## config.mk

```make
export PLATFORM = sky130hd
export DESIGN_NAME = calculator_printer_line_buffer
export DESIGN_NICKNAME = d
export VERILOG_FILES = /design/src/rtl/core/plb_pkg.sv /design/src/rtl/core/calculator_printer_line_buffer.sv /design/src/rtl/core/plb_ram.sv /design/src/rtl/core/plb_ctrl.sv /design/src/rtl/core/plb_outq.sv
export SDC_FILE = /design/constraint.sdc
export NUM_CORES = 1
export LEC_CHECK = 0
export ABC_AREA = 1
export BUFFER_PORTS_ARGS = -buffer_cell sky130_fd_sc_hd__buf_2
export CORE_MARGIN = 3
export CORE_UTILIZATION = 30
export CTS_CLUSTER_DIAMETER = 100
export DETAILED_ROUTE_END_ITERATION = 12
export PLACE_DENSITY = 0.42
export SYNTH_ARGS = -nofsm -noshare
export SYNTH_HDL_FRONTEND = slang
export SYNTH_SLANG_ARGS = --single-unit
```

## constraint.sdc

```tcl
create_clock -name clk -period 4.1 [get_ports clk]
set_input_delay 0.82 -clock clk [delete_from_list [all_inputs] [get_ports clk]]
set_output_delay 0.82 -clock clk [all_outputs]
set_load 0.02 [all_outputs]
```

## src/rtl/core/plb_pkg.sv

```systemverilog
// ============================================================================
// plb_pkg
// Shared types, constants and lookup tables of the printer line buffer.
// ============================================================================
package plb_pkg;

  // Line geometry.
  localparam int LINE_LENGTH = 20;
  localparam int IDX_W       = $clog2(LINE_LENGTH);
  localparam int HEAD_RESET  = (5 < LINE_LENGTH) ? 5 : (LINE_LENGTH - 1);
  localparam logic [IDX_W-1:0] IDX_LAST = IDX_W'(LINE_LENGTH - 1);

  // Characters used by the buffer itself.
  localparam logic [7:0] CHAR_RESET = 8'h58;  // 'X'
  localparam logic [7:0] CHAR_SPACE = 8'h20;
  localparam logic [7:0] CHAR_NONE  = 8'h00;

  // Printer kinds.
  localparam logic [1:0] KIND_A08 = 2'd0;
  localparam logic [1:0] KIND_B06 = 2'd1;

  // Instruction word matching.
  localparam logic [15:0] MATCH_MASK = 16'hFF0F;
  localparam logic [15:0] MATCH_08   = 16'h0A08;
  localparam logic [15:0] MATCH_06   = 16'h0A06;

  localparam logic [15:0] IRG_CHAR_8  = 16'h0A68;
  localparam logic [15:0] IRG_CHAR_6  = 16'h0A66;
  localparam logic [15:0] IRG_FUNC_8  = 16'h0A78;
  localparam logic [15:0] IRG_FUNC_6  = 16'h0A76;
  localparam logic [15:0] IRG_CLEAR_8 = 16'h0A88;
  localparam logic [15:0] IRG_CLEAR_6 = 16'h0A86;
  localparam logic [15:0] IRG_STEP_8  = 16'h0A98;
  localparam logic [15:0] IRG_STEP_6  = 16'h0A96;
  localparam logic [15:0] IRG_PRINT_P = 16'h0AA8;
  localparam logic [15:0] IRG_PRINT_D = 16'h0AA6;
  localparam logic [15:0] IRG_FEED    = 16'h0AB8;

  localparam logic [3:0] BUS_STATE_ACT = 4'd15;

  // Queue capacity for finished results, counting reads still in flight.
  localparam logic [1:0] QUEUE_SLOTS = 2'd2;

  typedef enum logic [2:0] {
    CMD_NONE,
    CMD_CHAR,
    CMD_FUNC,
    CMD_CLEAR,
    CMD_STEP,
    CMD_PRINT,
    CMD_FEED
  } cmd_t;

  typedef enum logic [1:0] {
    ST_IDLE,
    ST_FN1,
    ST_FN0,
    ST_PRINT
  } state_t;

  typedef struct packed {
    logic [3:0]  bus_state;
    logic        bus_is_write;
    logic [15:0] instruction_word;
    logic [15:0] external_bits;
  } in_item_t;

  typedef struct packed {
    logic [7:0] char_code;
    logic       destination;
    logic       blank_line;
    logic       last_of_line;
  } out_item_t;

  // Result under way: travels alongside the buffer read of the same cycle.
  typedef struct packed {
    logic       valid;
    logic       use_fill;
    logic [7:0] fill;
    logic       destination;
    logic       blank_line;
    logic       last_of_line;
  } pend_t;

  // Output queue status seen by the controller.
  typedef struct packed {
    logic [1:0] count;
    logic       pop;
  } qstat_t;

  // Fonts, first character in the most significant byte.
  localparam logic [8*64-1:0] FONT_A = {
    " 0123456", "789ABCDE", "-FGHIJKL", "MNOPQRST",
    ".UVWXYZ+", "x*spe(),", "^%|/='#~", "z?:!]\"[$"
  };

  localparam logic [8*64-1:0] FONT_B = {
    " 0123456", "789.z#!\"", "=-+:x'~)", "s^$[/|e]",
    "QRSTUVWX", "YZ*p?,%(", "ABCDEFGH", "IJKLMNOP"
  };

  function automatic logic [7:0] font_char(input logic use_a, input logic [5:0] code);
    logic [8:0] sel;
    sel = {6'd63 - code, 3'b000};
    return use_a ? FONT_A[sel +: 8] : FONT_B[sel +: 8];
  endfunction

  // Function mnemonics; the leftmost character sits in bits 23:16.
  // An unknown code gives three question marks.
  function automatic logic [23:0] mnem_text(input logic [6:0] code);
    logic [23:0] txt;
    case (code)
      7'h00: txt = "   ";
      7'h11: txt = " = ";
      7'h12: txt = " - ";
      7'h13: txt = " + ";
      7'h16: txt = " / ";
      7'h17: txt = " x ";
      7'h1A: txt = "xsY";
      7'h1B: txt = "Y^x";
      7'h21: txt = "CLR";
      7'h22: txt = "INV";
      7'h23: txt = "DPT";
      7'h26: txt = "CE ";
      7'h27: txt = "+/-";
      7'h2D: txt = "EE ";
      7'h31: txt = "e^x";
      7'h33: txt = "x^2";
      7'h36: txt = "1/x";
      7'h3C: txt = "sX ";
      7'h3D: txt = "X|Y";
      7'h51: txt = "LNX";
      7'h53: txt = "PRM";
      7'h54: txt = " % ";
      7'h56: txt = "COS";
      7'h57: txt = "SIN";
      7'h5D: txt = "TAN";
      7'h61: txt = "SUM";
      7'h66: txt = "STO";
      7'h67: txt = "pi ";
      7'h68: txt = "RCL";
      7'h69: txt = "$+ ";
      7'h70: txt = "ERR";
      7'h71: txt = " ( ";
      7'h72: txt = " ) ";
      7'h73: txt = "LRN";
      7'h74: txt = "RUN";
      7'h76: txt = "HLT";
      7'h78: txt = "STP";
      7'h7A: txt = "GTO";
      7'h7C: txt = "IF ";
      default: txt = "???";
    endcase
    return txt;
  endfunction

endpackage

```

## src/rtl/core/calculator_printer_line_buffer.sv

```systemverilog
// ============================================================================
// calculator_printer_line_buffer
// Twenty-character line buffer of a calculator printer with print and feed.
// ============================================================================
// Load character, clear, step and ignored items are handled in ST_IDLE;
// load function writes in ST_IDLE, ST_FN1 and ST_FN0, one buffer write each,
// and stalls the input meanwhile. A feed result passes through the pend
// register and the result queue; a print reads one character per cycle in
// ST_PRINT while the queue has room, each through the same two registers.
// Reset is synchronous: cleared written flags make the buffer read as 'X'.
module calculator_printer_line_buffer (
  input  logic               clk,
  input  logic               rst_n,
  input  logic               in_valid,
  output logic               in_stall,
  input  plb_pkg::in_item_t  in_data,
  output logic               out_valid,
  input  logic               out_stall,
  output plb_pkg::out_item_t out_data,
  input  logic               cfg_we,
  input  logic [1:0]         cfg_wdata
);

  // The character store is one RAM with a write port for the head and a
  // read port for the print sequencer. Only the controller touches it, and
  // it never writes and reads in the same cycle, so a write is always seen
  // by any later print without forwarding.
  logic                       ram_we;
  logic [plb_pkg::IDX_W-1:0]  ram_waddr;
  logic [7:0]                 ram_wdata;
  logic                       ram_re;
  logic [plb_pkg::IDX_W-1:0]  ram_raddr;
  logic [7:0]                 ram_rdata;
  plb_pkg::pend_t             pend;
  plb_pkg::qstat_t            qstat;

  // The controller decodes commands, moves the head, tracks which entries
  // hold a written character, and steps through the line during a print.
  plb_ctrl u_ctrl (
    .clk       (clk),
    .rst_n     (rst_n),
    .in_valid  (in_valid),
    .in_stall  (in_stall),
    .in_data   (in_data),
    .cfg_we    (cfg_we),
    .cfg_wdata (cfg_wdata),
    .ram_we    (ram_we),
    .ram_waddr (ram_waddr),
    .ram_wdata (ram_wdata),
    .ram_re    (ram_re),
    .ram_raddr (ram_raddr),
    .pend      (pend),
    .qstat     (qstat)
  );

  plb_ram #(
    .WIDTH (8),
    .DEPTH (plb_pkg::LINE_LENGTH)
  ) u_ram (
    .clk   (clk),
    .we    (ram_we),
    .waddr (ram_waddr),
    .wdata (ram_wdata),
    .re    (ram_re),
    .raddr (ram_raddr),
    .rdata (ram_rdata)
  );

  // The result queue takes the read data in the cycle after the read, together
  // with the result fields that the controller sent along. Its two entries
  // let the block take the next transfer while a result still waits.
  plb_outq u_outq (
    .clk       (clk),
    .rst_n     (rst_n),
    .pend      (pend),
    .ram_rdata (ram_rdata),
    .out_valid (out_valid),
    .out_stall (out_stall),
    .out_data  (out_data),
    .qstat     (qstat)
  );

  // The buffer is either written or read in a cycle, never both.
  a_no_rw_overlap: assert property (@(posedge clk) disable iff (!rst_n)
    !(ram_we && ram_re))
    else $error("buffer written and read in the same cycle");

  // While the print sequencer reads, no new transfer is taken.
  a_print_blocks_input: assert property (@(posedge clk) disable iff (!rst_n)
    ram_re |-> in_stall)
    else $error("input taken during a print");

  // The queue never holds more than its two entries.
  a_queue_bound: assert property (@(posedge clk) disable iff (!rst_n)
    qstat.count != 2'd3)
    else $error("result queue overflow");

  // A result that uses buffer data must follow a buffer read.
  a_read_before_use: assert property (@(posedge clk) disable iff (!rst_n)
    (pend.valid && !pend.use_fill) |-> $past(ram_re))
    else $error("buffer data used without a read");

endmodule

```

## src/rtl/core/plb_ram.sv

```systemverilog
// ============================================================================
// plb_ram
// Generic single-write, single-read RAM with a registered read port.
// ============================================================================
module plb_ram #(
  parameter int WIDTH = 8,
  parameter int DEPTH = 20
) (
  input  logic                     clk,
  input  logic                     we,
  input  logic [$clog2(DEPTH)-1:0] waddr,
  input  logic [WIDTH-1:0]         wdata,
  input  logic                     re,
  input  logic [$clog2(DEPTH)-1:0] raddr,
  output logic [WIDTH-1:0]         rdata
);

  logic [WIDTH-1:0] mem_r [DEPTH];
  logic [WIDTH-1:0] rdata_r;

  always_ff @(posedge clk) begin
    if (we) begin
      mem_r[waddr] <= wdata;
    end
    if (re) begin
      rdata_r <= mem_r[raddr];
    end
  end

  assign rdata = rdata_r;

endmodule

```

## src/rtl/core/plb_ctrl.sv

```systemverilog
// ============================================================================
// plb_ctrl
// Command decode, write head, written flags and print read sequencer.
// ============================================================================
module plb_ctrl (
  input  logic                     clk,
  input  logic                     rst_n,
  input  logic                     in_valid,
  output logic                     in_stall,
  input  plb_pkg::in_item_t        in_data,
  input  logic                     cfg_we,
  input  logic [1:0]               cfg_wdata,
  output logic                     ram_we,
  output logic [plb_pkg::IDX_W-1:0] ram_waddr,
  output logic [7:0]               ram_wdata,
  output logic                     ram_re,
  output logic [plb_pkg::IDX_W-1:0] ram_raddr,
  output plb_pkg::pend_t           pend,
  input  plb_pkg::qstat_t          qstat
);

  plb_pkg::state_t                 state_r, state_nxt;
  logic [plb_pkg::IDX_W-1:0]       head_r, head_nxt;
  logic [plb_pkg::IDX_W-1:0]       idx_r, idx_nxt;
  logic [plb_pkg::LINE_LENGTH-1:0] written_r, written_nxt;
  logic [7:0]                      fill_r, fill_nxt;
  logic [1:0]                      kind_r, kind_nxt;
  logic [15:0]                     txt_r, txt_nxt;
  logic                            dest_r, dest_nxt;
  plb_pkg::pend_t                  pend_r, pend_nxt;

  logic [1:0]                      slots;
  logic                            slot_ok;
  logic                            accept;
  logic [15:0]                     match;
  logic                            use_a;
  plb_pkg::cmd_t                   cmd;
  logic [plb_pkg::IDX_W-1:0]       head_dec;
  logic [23:0]                     mnem;

  function automatic plb_pkg::cmd_t decode(input logic [15:0] irg);
    plb_pkg::cmd_t c;
    case (irg)
      plb_pkg::IRG_CHAR_8,  plb_pkg::IRG_CHAR_6:  c = plb_pkg::CMD_CHAR;
      plb_pkg::IRG_FUNC_8,  plb_pkg::IRG_FUNC_6:  c = plb_pkg::CMD_FUNC;
      plb_pkg::IRG_CLEAR_8, plb_pkg::IRG_CLEAR_6: c = plb_pkg::CMD_CLEAR;
      plb_pkg::IRG_STEP_8,  plb_pkg::IRG_STEP_6:  c = plb_pkg::CMD_STEP;
      plb_pkg::IRG_PRINT_P, plb_pkg::IRG_PRINT_D: c = plb_pkg::CMD_PRINT;
      plb_pkg::IRG_FEED:                          c = plb_pkg::CMD_FEED;
      default:                                    c = plb_pkg::CMD_NONE;
    endcase
    return c;
  endfunction

  // A result may start only if the queue has room counting the read in flight.
  assign slots   = qstat.count + {1'b0, pend_r.valid};
  assign slot_ok = (slots < plb_pkg::QUEUE_SLOTS) ||
                   ((slots == plb_pkg::QUEUE_SLOTS) && qstat.pop);

  assign in_stall = !((state_r == plb_pkg::ST_IDLE) && slot_ok);
  assign accept   = in_valid && !in_stall;

  assign match = (kind_r == plb_pkg::KIND_B06) ? plb_pkg::MATCH_06 : plb_pkg::MATCH_08;
  assign use_a = (kind_r == plb_pkg::KIND_A08);

  assign cmd = (accept && (in_data.bus_state == plb_pkg::BUS_STATE_ACT) &&
                !in_data.bus_is_write &&
                ((in_data.instruction_word & plb_pkg::MATCH_MASK) == match))
               ? decode(in_data.instruction_word) : plb_pkg::CMD_NONE;

  assign head_dec = (head_r == '0) ? plb_pkg::IDX_LAST : head_r - 1'b1;
  assign mnem     = plb_pkg::mnem_text(in_data.external_bits[9:3]);

  always_comb begin
    state_nxt   = state_r;
    head_nxt    = head_r;
    idx_nxt     = idx_r;
    written_nxt = written_r;
    fill_nxt    = fill_r;
    txt_nxt     = txt_r;
    dest_nxt    = dest_r;
    kind_nxt    = cfg_we ? cfg_wdata : kind_r;
    pend_nxt    = '0;
    ram_we      = 1'b0;
    ram_waddr   = head_r;
    ram_wdata   = plb_pkg::CHAR_NONE;
    ram_re      = 1'b0;
    ram_raddr   = idx_r;

    case (state_r)
      plb_pkg::ST_IDLE: begin
        case (cmd)
          plb_pkg::CMD_CHAR: begin
            ram_we              = 1'b1;
            ram_wdata           = plb_pkg::font_char(use_a, in_data.external_bits[8:3]);
            written_nxt[head_r] = 1'b1;
            head_nxt            = head_dec;
          end
          plb_pkg::CMD_FUNC: begin
            // The mnemonic goes in last character first.
            ram_we              = 1'b1;
            ram_wdata           = mnem[7:0];
            txt_nxt             = mnem[23:8];
            written_nxt[head_r] = 1'b1;
            head_nxt            = head_dec;
            state_nxt           = plb_pkg::ST_FN1;
          end
          plb_pkg::CMD_CLEAR: begin
            written_nxt = '0;
            fill_nxt    = plb_pkg::CHAR_SPACE;
            head_nxt    = plb_pkg::IDX_LAST;
          end
          plb_pkg::CMD_STEP: begin
            head_nxt = head_dec;
          end
          plb_pkg::CMD_PRINT: begin
            idx_nxt   = '0;
            dest_nxt  = (in_data.instruction_word == plb_pkg::IRG_PRINT_D);
            state_nxt = plb_pkg::ST_PRINT;
          end
          plb_pkg::CMD_FEED: begin
            pend_nxt.valid        = 1'b1;
            pend_nxt.use_fill     = 1'b1;
            pend_nxt.fill         = plb_pkg::CHAR_NONE;
            pend_nxt.blank_line   = 1'b1;
            pend_nxt.last_of_line = 1'b1;
          end
          default: begin
          end
        endcase
      end
      plb_pkg::ST_FN1: begin
        ram_we              = 1'b1;
        ram_wdata           = txt_r[7:0];
        written_nxt[head_r] = 1'b1;
        head_nxt            = head_dec;
        state_nxt           = plb_pkg::ST_FN0;
      end
      plb_pkg::ST_FN0: begin
        ram_we              = 1'b1;
        ram_wdata           = txt_r[15:8];
        written_nxt[head_r] = 1'b1;
        head_nxt            = head_dec;
        state_nxt           = plb_pkg::ST_IDLE;
      end
      plb_pkg::ST_PRINT: begin
        if (slot_ok) begin
          // Entries never written since reset or clear read as the fill character.
          ram_re                = 1'b1;
          pend_nxt.valid        = 1'b1;
          pend_nxt.use_fill     = !written_r[idx_r];
          pend_nxt.fill         = fill_r;
          pend_nxt.destination  = dest_r;
          pend_nxt.last_of_line = (idx_r == plb_pkg::IDX_LAST);
          if (idx_r == plb_pkg::IDX_LAST) begin
            state_nxt = plb_pkg::ST_IDLE;
          end else begin
            idx_nxt = idx_r + 1'b1;
          end
        end
      end
      default: begin
        state_nxt = plb_pkg::ST_IDLE;
      end
    endcase
  end

  always_ff @(posedge clk) begin
    if (!rst_n) begin
      state_r   <= plb_pkg::ST_IDLE;
      head_r    <= plb_pkg::IDX_W'(plb_pkg::HEAD_RESET);
      written_r <= '0;
      fill_r    <= plb_pkg::CHAR_RESET;
      kind_r    <= plb_pkg::KIND_A08;
      pend_r    <= '0;
    end else begin
      state_r   <= state_nxt;
      head_r    <= head_nxt;
      written_r <= written_nxt;
      fill_r    <= fill_nxt;
      kind_r    <= kind_nxt;
      pend_r    <= pend_nxt;
    end
  end

  always_ff @(posedge clk) begin
    idx_r  <= idx_nxt;
    txt_r  <= txt_nxt;
    dest_r <= dest_nxt;
  end

  assign pend = pend_r;

endmodule

```

## src/rtl/core/plb_outq.sv

```systemverilog
// ============================================================================
// plb_outq
// Two-entry result queue that decouples the buffer reads from the output.
// ============================================================================
module plb_outq (
  input  logic               clk,
  input  logic               rst_n,
  input  plb_pkg::pend_t     pend,
  input  logic [7:0]         ram_rdata,
  output logic               out_valid,
  input  logic               out_stall,
  output plb_pkg::out_item_t out_data,
  output plb_pkg::qstat_t    qstat
);

  plb_pkg::out_item_t q0_r, q0_nxt;
  plb_pkg::out_item_t q1_r, q1_nxt;
  logic [1:0]         count_r, count_nxt;
  plb_pkg::out_item_t push_item;
  logic               push;
  logic               pop;

  assign push                   = pend.valid;
  assign push_item.char_code    = pend.use_fill ? pend.fill : ram_rdata;
  assign push_item.destination  = pend.destination;
  assign push_item.blank_line   = pend.blank_line;
  assign push_item.last_of_line = pend.last_of_line;

  assign out_valid = (count_r != 2'd0);
  assign pop       = out_valid && !out_stall;

  always_comb begin
    q0_nxt    = q0_r;
    q1_nxt    = q1_r;
    count_nxt = count_r;
    case ({push, pop})
      2'b10: begin
        if (count_r == 2'd0) begin
          q0_nxt = push_item;
        end else begin
          q1_nxt = push_item;
        end
        count_nxt = count_r + 2'd1;
      end
      2'b01: begin
        q0_nxt    = q1_r;
        count_nxt = count_r - 2'd1;
      end
      2'b11: begin
        if (count_r == 2'd1) begin
          q0_nxt = push_item;
        end else begin
          q0_nxt = q1_r;
          q1_nxt = push_item;
        end
      end
      default: begin
      end
    endcase
  end

  always_ff @(posedge clk) begin
    if (!rst_n) begin
      count_r <= 2'd0;
    end else begin
      count_r <= count_nxt;
    end
  end

  always_ff @(posedge clk) begin
    q0_r <= q0_nxt;
    q1_r <= q1_nxt;
  end

  assign out_data    = q0_r;
  assign qstat.count = count_r;
  assign qstat.pop   = pop;

endmodule

```

==> impl_metrics.json, run 1 <==
{
  "cp_data_arrival_time_ns": 3.53,
  "worstSetupEndpointType": "register",
  "drtIter0Drc": 1055,
  "antenna_found_initial": 0,
  "reg2reg_to": "u_ram.mem_r[10][6]",
  "cts_root_buf": "clkbuf_16",
  "cts_buffer_depth": 3,
  "place_inst": 2041,
  "hp-class": "reg -> reg",
  "ant_nets": 0,
  "slew_headroom_pct": 41.83,
  "clkPwrFrac_pct": 31.4,
  "max_stage_delay_ns": 0.39,
  "clkLatencyLatePin_ns": 0.53,
  "reg2reg_from": "u_ctrl.kind_r[0]",
  "syn_area_mm2": 0.01246,
  "dp_hpwl_um": 28660,
  "layout_setup_ws_ns": 0.8460,
  "setup_violations": 0,
  "maxSlewViolCount": 0,
  "post-synth-top-area-fraction_pct": 45.06,
  "critPathLaunchType": "input pin",
  "hold_depth": 0,
  "avgSynthCellArea_um2": 8.501,
  "drive_gt1_share_pct": 12.33,
  "cts.sinks": 227,
  "ys_async_sr_fraction_pct": 0,
  "syn_inst": 1466,
  "worst_hold_slack_ns": 0.4343,
  "clock_skew_ns": 0.008657,
  "cts_max_level": 1,
  "r2r_setup_slack_ns": 0.93,
  "drt_pass1_iterations": 6,
  "routed_wl_um": 40010,
  "vias": 10580,
  "seqPwrFrac_pct": 37.5,
  "synthFlopType": "edfxtp_1",
  "cts.hold.buffers_added": 0,
  "vdd_drop_max_uv": 269.7,
  "setup-tns-final_ns": 0,
  "cts_buffers": 26,
  "post_drt_wl_per_cell_um": 19.15,
  "path_cells": "buf_2, inv_1, ha_1, ha_1, inv_1, o21ai_0, nand2_1, nor2_1, nor2_1, o21ai_0, o21ai_0, nand2_1, nand3_1, a21oi_1, nor2_1, buf_12",
  "die_x_um": 209.8,
  "synth_seq_cells": 227,
  "die_h_um": 209.8,
  "ys_seq_area_share_pct": 51.49,
  "layout.cells.non_filler": 2089,
  "finalHoldViolations": 0,
  "status": "finished, final reports clean",
  "hold_start": "u_ctrl.pend[0]",
  "post-place-ws_ns": 0.3789,
  "path_class": "in -> reg",
  "post-cts-setup-buffers": 0,
  "p_leak_nw": 5.739,
  "min_to": "u_outq.q1_r[0]",
  "grt_pass1_wl_um": 61600,
  "routed_via_density": 5.065,
  "io_pins": 57,
  "port_buffers": 46,
  "swShare_pct": 35.02,
  "synth_cell_types": 57,
  "ys.warnings.count": 0,
  "gr-total-overflow": 0,
  "p_sw_mw": 2.735,
  "synth_edf_count": 187,
  "grt_max_degree": 55,
  "grt_usage_pct": 17.82,
  "synth.net_count": 1540,
  "intPower_mw": 5.075,
  "clk_pin_slew_worst_paths_ns": 0.06,
  "max_freq_mhz": 307.3,
  "power.total_mw": 7.810,
  "grt_pass1_vias": 10140,
  "maxCapViolations": 0,
  "core_mm2": 0.04092,
  "path_delay_family": "simple AND/OR/NAND/NOR gates",
  "netlist_top_cells_area": "edfxtp_1 45%, nand2_1 8.1%, o21ai_0 6.9%",
  "initial_core_util_pct": 30.45,
  "syn_to_final_growth_pct": 16.39,
  "die-area_mm2": 0.04402,
  "worst_slew_pin_slew_ns": 0.8648,
  "crit_fanout": 20,
  "reg2reg_depth": 11,
  "route.detailed.drc": 0,
  "fin_crit_sh_pct": 79.37,
  "crit_slowest_cell": "ha_1",
  "powerDensity_mw_per_mm2": 538.5,
  "num_rows": 74,
  "critPathRequiredTime_ns": 4.37,
  "rsz0062_at_grt": "false",
  "yosysTopAreaCell": "edfxtp_1",
  "cts-resized-gates": 0,
  "gp_congestion": 0.9090,
  "cts_tree": "done",
  "layout.nets": 1611,
  "insertedDiodeCount": 0,
  "p_comb_share_pct": 31.0,
  "period_minus_slack_ns": 3.254,
  "worst-path-buf-inv": 4
}
==> worst register-to-register path, delay by kind of cell, from the launching register on <==
| kind | cells | cell delay (ns) |
|---|---|---|
| AND/OR/NAND/NOR | 4 | 0.83 |
| AO/OA/AOI/OAI | 4 | 0.68 |
| flip-flops | 1 | 0.31 |
| buffers and inverters | 2 | 0.70 |
| adder cells (fa/ha/maj) | 1 | 0.34 |
==> flip-flops by register name (all words and copies together) (netlist names) <==
name	cells
u_ctrl.written_r	20
u_outq.out_data	10
u_ctrl.pend	7
u_outq.count_r	2
u_ctrl.txt_r	14
u_ctrl.kind_r	2
u_ram.rdata	7
u_ctrl.ram_raddr	5
u_outq.q1_r	10
u_ctrl.ram_waddr	5
u_ram.mem_r	140
u_ctrl.state_r	2
u_ctrl.dest_r	1
u_ctrl.fill_r	2
==> per-layer routing <==
metal	wire, um	up-vias	GRT usage [%]
met2	19550	297	31.09
met5	0	-	0
met4	830	0	4.203
met3	1780	53	1.958
li1	-	5209	-
met1	17850	5021	23.77
==> layout by cell type (no fill, tap or decap), drive strengths merged, types with 10 or more instances in the layout <==
cell type  count
o211ai        11
nor3          30
o221ai        10
nand4         10
dfxtp         40
ha            30
nand2        276
buf          113
a21oi        104
inv          165
clkbuf        37
nor2         179
o21ai        174
o22ai         26
edfxtp       187
a31oi         13
nand3         76
clkinv        10
==> metrics by stage <==
step	instance area [um2]	utilization, %
2_1_floorplan	12460	-
6_report	14500	35.44
3_3_place_gp	13580	33.19
3_5_place_dp	13580	33.19
5_1_grt	14500	35.44
4_1_cts	14500	35.44
==> cells in the mapped netlist (all sizes together) (3+ instances only) <==
master and n:
a21boi 3, a21oi 104, a221oi 4, a22o 4
a31oi 13, a32o 5, a32oi 7, buf 32
clkbuf 38, clkinv 5, dfxtp 40, edfxtp 187
ha 30, inv 163, nand2 276, nand3 76
nand4 10, nor2 179, nor3 30, o2111ai 3
o211ai 11, o21a 3, o21ai 174, o221ai 10
o22ai 26, o31ai 7
==> worst max-delay path by stage <==
stage	from	endpoint	slack, ns	cells past startpoint
final	in_data[3]	u_ram.mem_r[16][3]	0.85	16
after global routing	in_data[3]	u_ram.mem_r[11][4]	0.56	16
after CTS	u_ctrl.kind_r[0]	u_ram.mem_r[10][6]	0.93	11
after detailed placement	in_data[3]	u_ram.mem_r[10][3]	0.38	16
after global placement	in_data[3]	u_ram.mem_r[10][3]	0.42	16
after floorplan	in_data[4]	u_ram.mem_r[0][3]	0.66	18
==> power by group through the flow <==
| stage | clock, mW | sequential, mW | combinational, mW |
|---|---|---|---|
| 4_1_cts | 2.53 | 2.93 | 2.47 |
| 3_5_place_dp | 0 | 2.98 | 2.46 |
| 5_1_grt | 2.63 | 2.95 | 2.71 |
| 3_3_place_gp | 0 | 2.98 | 2.48 |
| 2_1_floorplan | 0 | 2.98 | 1.52 |
| 6_report | 2.45 | 2.93 | 2.42 |
==> final cells by class <==
cell class / count / area, um2
fill: 4321 / 26420
sequential: 227 / 6416
multi-input combinational: 1001 / 5097
clock buffer: 37 / 785.8
timing repair buffer: 113 / 770.7
tap: 532 / 665.6
inverter: 168 / 631.9
clock inverter: 11 / 136.4
==> cells by family (layout without fill, tap and decap cells) <==
logic type               Yosys count  count (layout)  share of synthesized area, %
adder cells (fa/ha/maj)           30              30                         3.012
XOR/XNOR                           4               4                        0.2812
AO/OA/AOI/OAI                    389             389                         18.07
AND/OR/NAND/NOR                  577             577                         19.51
other                              1               1                       0.03009
buffers and inverters            238             329                         7.610
flip-flops                       227             227                         51.49
(Power assumes the default switching activity.)
==> run 2, diff against run 1 <==
- ABC_AREA: 1 -> 0
- clock period: 4.1 -> 3.3 ns (I/O delays scaled with it)
==> impl_metrics.json, run 2 <==
{
  "core_mm2": 0.04001,
  "drt_pass1_iterations": 7,
  "hp-class": "in -> reg",
  "gp_congestion": 0.9004,
  "top_regs": "u_ram.mem_r x140, u_ctrl.written_r x20, u_ctrl.txt_r x14",
  "syn_inst": 1082,
  "critPathRequiredTime_ns": 3.68,
  "avgSynthCellArea_um2": 11.29,
  "post-cts-setup-buffers": 0,
  "hold_start": "cfg_wdata[1]",
  "r2r_setup_slack_ns": 0.35,
  "rsz0062_at_grt": "false",
  "layout.cells.most_common": "edfxtp_1",
  "place_inst": 1708,
  "grt_pass1_wl_um": 56100,
  "ys.warnings.count": 0,
  "cts_buffers": 25,
  "post-synth-top-area-fraction_pct": 45.97,
  "clkLatencyLatePin_ns": 0.53,
  "fin_crit_sh_pct": 89.32,
  "slew_headroom_pct": 53.05,
  "netlist_top_cells_area": "edfxtp_1 46%, mux4_2 8.8%, dfxtp_1 6.6%",
  "p_leak_nw": 5.166,
  "largest-register": "u_ram.mem_r",
  "grt_usage_pct": 16.19,
  "syn_to_final_growth_pct": 22.44,
  "syn_area_mm2": 0.01222,
  "insertedDiodeCount": 0,
  "vdd_drop_max_uv": 288.3,
  "period_minus_slack_ns": 2.948,
  "status": "finished, final reports clean",
  "path_class": "reg -> reg",
  "cts_max_level": 1,
  "die_h_um": 207.8,
  "ys_seq_area_share_pct": 52.52,
  "drtIter0Drc": 812,
  "path_cells": "or2_2, clkinv_1, ha_1, buf_4, nor2_1, a21oi_1, o21ai_0, a221oi_1, o21ai_0, buf_4, a31oi_4, buf_12",
  "port_buffers": 46,
  "layout.nets": 1284,
  "cts_tree": "done",
  "layout_setup_ws_ns": 0.3524,
  "ys_async_sr_fraction_pct": 0,
  "die-area_mm2": 0.04317,
  "maxSlewViolCount": 0,
  "synthFlopType": "edfxtp_1",
  "die_x_um": 207.8,
  "clk_pin_slew_worst_paths_ns": 0.06,
  "ant_nets": 0,
  "post-place-ws_ns": -0.09998,
  "worstSetupEndpointType": "register",
  "synth_cell_types": 81,
  "yosysTopAreaCell": "edfxtp_1",
  "setup_violations": 0,
  "synth.net_count": 1156,
  "final_cell_mix": "187 x edfxtp_1, 117 x buf_4, 92 x nand2_1",
  "cts.sinks": 227,
  "maxCapViolations": 0,
  "critPathLaunchType": "register",
  "reg2reg_depth": 12,
  "routed_via_density": 5.326,
  "cp_data_arrival_time_ns": 3.32,
  "grt_pass1_vias": 9429,
  "cts-resized-gates": 0,
  "synth_seq_cells": 227,
  "routed_wl_um": 35710,
  "initial_core_util_pct": 30.53,
  "max_freq_mhz": 339.3,
  "synth_edf_count": 187,
  "gr-total-overflow": 0,
  "antenna_found_initial": 0,
  "grt_max_degree": 47,
  "vias": 9341,
  "layout.cells.non_filler": 1754,
  "cts_root_buf": "clkbuf_16",
  "finalHoldViolations": 0,
  "synth_common_cells": "187 x edfxtp_1, 92 x nand2_1, 90 x nor2_1",
  "crit_fanout": 20,
  "cts_buffer_depth": 3,
  "dp_hpwl_um": 25550,
  "max_stage_delay_ns": 0.47,
  "drive_gt1_share_pct": 24.98,
  "route.detailed.drc": 0,
  "powerDensity_mw_per_mm2": 442.0,
  "min_to": "u_ctrl.kind_r[1]",
  "worst_hold_slack_ns": 0.4142,
  "crit_slowest_cell": "a221oi_1",
  "hold_depth": 3,
  "io_pins": 57,
  "cts.hold.buffers_added": 0,
  "reg2reg_to": "u_ram.mem_r[0][2]",
  "post_drt_wl_per_cell_um": 20.36,
  "reg2reg_from": "u_ctrl.kind_r[0]",
  "largest_reg_flops": 140,
  "yosysMostFrequentCell": "edfxtp_1",
  "num_rows": 73,
  "worst_slew_pin_slew_ns": 0.6995,
  "clock_skew_ns": 0.01473
}
## run 2: cell types whose count changed after synthesis, moves of 20 or more
cell      before  now
nand3_1       73   35
mux4_2         0   48
nand2_1      269   92
a21oi_1      102   77
nand2b_1       0   20
nor2b_1        0   21
o21ai_0      171   61
nor2_1       169   90
inv_1        155   26
a31oi_1       13   38
## run 2: through the flow
stage	setup TNS, ns	cell area, um2	util, %	power [mW]
2_1_floorplan	0	12300	-	3.458
3_3_place_gp	-20.40	14060	35.15	3.706
3_5_place_dp	-15.54	14060	35.15	3.695
4_1_cts	0	14960	37.39	6.694
5_1_grt	0	14960	37.39	6.865
6_report	0	14960	37.39	6.612
## run 2: per-layer routing
layer | vias up | track usage (%) | wire [um]
li1 | 4429 | - | -
met4 | 0 | 3.953 | 822
met2 | 278 | 27.73 | 17480
met3 | 63 | 1.889 | 1619
met5 | - | 0 | 0
met1 | 4571 | 21.99 | 15780
## run 2: worst max-delay path by stage
stage / from / endpoint / slack [ns] / cells after the start
2_1_floorplan: in_data[26] / u_ram.mem_r[4][0] / 0.06 / 7
3_3_place_gp: in_data[26] / u_ram.mem_r[6][3] / -0.12 / 9
3_5_place_dp: in_data[26] / u_ram.mem_r[15][3] / -0.1 / 9
4_1_cts: u_ctrl.kind_r[1] / u_ram.mem_r[16][6] / 0.36 / 11
5_1_grt: u_ctrl.kind_r[0] / u_ram.mem_r[0][2] / 0.17 / 12
6_report: u_ctrl.kind_r[0] / u_ram.mem_r[0][2] / 0.35 / 12
## run 2: cell type report
class / instances / area, um2
fill: 3973 / 25050
sequential: 227 / 6416
multi-input combinational: 745 / 5441
timing repair buffer: 179 / 1429
clock buffer: 31 / 669.4
tap: 525 / 656.9
clock inverter: 15 / 224.0
inverter: 32 / 120.1
## run 2: worst max-delay path: cells and delay by family (launching register included)
family / cells / cell delay [ns]
adders and majority gates: 1 / 0.26
and+or+nand+nor: 2 / 0.36
buffers and inverters: 4 / 0.73
AOI/OAI and AO/OA: 5 / 1.12
DFF: 1 / 0.33
## run 2: kinds of logic (layout without fill, tap and decap cells)
| kind of cell | Yosys count | in the layout | synth area share, % |
|---|---|---|---|
| XOR/XNOR | 8 | 8 | 0.5736 |
| AND/OR/NAND/NOR | 339 | 339 | 13.63 |
| AO/OA/AOI/OAI | 306 | 306 | 16.53 |
| multiplexers | 61 | 61 | 10.01 |
| flip-flops | 227 | 227 | 52.52 |
| adder cells (fa/ha/maj) | 30 | 30 | 3.073 |
| other | 1 | 1 | 0.03070 |
| buffers and inverters | 110 | 257 | 3.626 |
## run 2: power breakdown
part	internal, mW	switching, mW	total, mW	leakage [nW]
clock network	1.85	1.12	2.96	0.434
registers	3.06	0.00136	3.06	1.92
logic	0.223	0.362	0.584	2.81
==> run 3, diff against run 2 <==
- ABC_AREA: 0 -> 1
==> impl_metrics.json, run 3 (same netlist as run 1, synthesis figures left out) <==
{
  "post-place-ws_ns": 0.1366,
  "die_h_um": 209.8,
  "routed_via_density": 5.096,
  "grt_pass1_vias": 10650,
  "crit_fanout": 20,
  "fin_crit_sh_pct": 84.35,
  "ant_nets": 0,
  "cts.sinks": 227,
  "clk_pin_slew_worst_paths_ns": 0.06,
  "max_freq_mhz": 359.3,
  "io_pins": 57,
  "max_stage_delay_ns": 0.40,
  "period_minus_slack_ns": 2.783,
  "critPathLaunchType": "register",
  "top_regs": "u_ram.mem_r x140, u_ctrl.written_r x20, u_ctrl.txt_r x14",
  "grt_pass1_wl_um": 62650,
  "maxCapViolations": 0,
  "hp-class": "in -> reg",
  "post_drt_wl_per_cell_um": 19.09,
  "vdd_drop_max_uv": 338.7,
  "clkLatencyLatePin_ns": 0.54,
  "post-cts-setup-buffers": 0,
  "cts_max_level": 1,
  "dp_hpwl_um": 28870,
  "antenna_found_initial": 0,
  "crit_slowest_cell": "dfxtp_1",
  "critPathRequiredTime_ns": 3.58,
  "drive_gt1_share_pct": 13.02,
  "finalHoldViolations": 0,
  "maxSlewViolCount": 0,
  "slew_headroom_pct": 59.57,
  "setup-tns-final_ns": 0,
  "die-area_mm2": 0.04402,
  "grt_usage_pct": 18.11,
  "num_rows": 74,
  "clock_skew_ns": 0.02544,
  "status": "finished, final reports clean",
  "cts_buffer_depth": 3,
  "grt_max_degree": 86,
  "gp_congestion": 0.9498,
  "vias": 10740,
  "powerDensity_mw_per_mm2": 647.8,
  "path_cells": "inv_1, ha_1, nor2_4, nand2_2, a21oi_2, nand2_2, nor2_4, nand2_2, nand3_2, inv_1, o211ai_1, nand3_1, nand2_1, inv_1, buf_12",
  "cts.hold.buffers_added": 0,
  "layout.nets": 1629,
  "routed_wl_um": 40230,
  "fillers": 4288,
  "layout.cells.most_common": "nand2_1",
  "die_x_um": 209.8,
  "largest-register": "u_ram.mem_r",
  "route.detailed.drc": 0,
  "final_cell_mix": "269 x nand2_1, 187 x edfxtp_1, 171 x o21ai_0",
  "cts-resized-gates": 0,
  "layout_setup_ws_ns": 0.5165,
  "gr-total-overflow": 0,
  "cts_buffers": 26,
  "p_leak_nw": 5.788,
  "cp_data_arrival_time_ns": 3.07,
  "insertedDiodeCount": 0,
  "syn_to_final_growth_pct": 17.20,
  "path_class": "reg -> reg",
  "cts_root_buf": "clkbuf_16",
  "setup_violations": 0,
  "rsz0062_at_grt": "false",
  "drt_pass1_iterations": 5,
  "drtIter0Drc": 866,
  "core_mm2": 0.04092,
  "cts_tree": "done",
  "port_buffers": 46,
  "largest_reg_flops": 140,
  "worstSetupEndpointType": "register",
  "initial_core_util_pct": 30.45,
  "worst_slew_pin_slew_ns": 0.6056
}
==> run 3: cell count changes in the layout (fill, tap and decap cells not counted), moves of 17 or more <==
cell,before,now
nand3_1,35,73
mux4_2,48,0
a31oi_1,32,13
inv_1,26,155
nand2b_1,20,0
nand2_1,92,269
o21ai_0,61,171
a21oi_1,76,102
o22ai_1,9,26
buf_4,117,75
nor2_1,90,169
nor2b_1,21,0
==> run 3: metrics by stage <==
stage	util, %	cells	instance area (um2)	power (mW)	hold WS [ns]
after CTS	35.69	2107	14610	9.617	0.3462
after global placement	33.73	2059	13800	6.887	0.4145
after floorplan	-	1466	12460	5.587	0.4019
after global routing	35.69	2107	14610	10.05	0.4092
after detailed placement	33.73	2059	13800	6.864	0.4151
final	35.69	2107	14610	9.462	0.3736
==> run 3: final timing paths <==
path                     startpoint  depth (start not counted)  slack [ns]           endpoint
setup / recovery  u_outq.count_r[0]                         15        0.52  u_ram.mem_r[8][6]
setup reg to reg  u_outq.count_r[0]                         15        0.52  u_ram.mem_r[8][6]
hold / removal         cfg_wdata[0]                          3        0.37   u_ctrl.kind_r[0]
hold reg to reg      u_ctrl.pend[0]                          0        0.43     u_outq.q1_r[0]
==> run 3: power by group <==
part	leakage (nW)	internal [mW]	switching (mW)
registers	2.05	3.53	0.110
clock network	0.389	1.56	1.14
logic	3.35	0.971	2.16
total	5.79	6.06	3.41
==> run 3: worst max-delay path: cells and delay by family (launching register included) <==
family	cells	cell delay, ns
adder cells (fa/ha/maj)	1	0.25
flip-flops	1	0.40
AND/OR/NAND/NOR	8	0.95
AO/OA/AOI/OAI	2	0.44
buffers and inverters	4	0.47
==> run 3: area by class of cell <==
type / count / area, um2 / share of cell area (%)
clock buffers: 35 / 694.4 / 4.755
clock inverters: 13 / 106.4 / 0.7282
inverters: 168 / 631.9 / 4.326
multi-input cells: 1001 / 5097 / 34.90
flip-flops and latches: 227 / 6416 / 43.93
well taps: 532 / 665.6 / 4.558
repair buffers: 131 / 993.5 / 6.802
==> run 3: routing by layer <==
metal  GRT usage (%)  wire [um]
met1           24.29      17950
met2           30.62      19230
met3           2.212       1812
met4           5.658       1236
met5               0          0
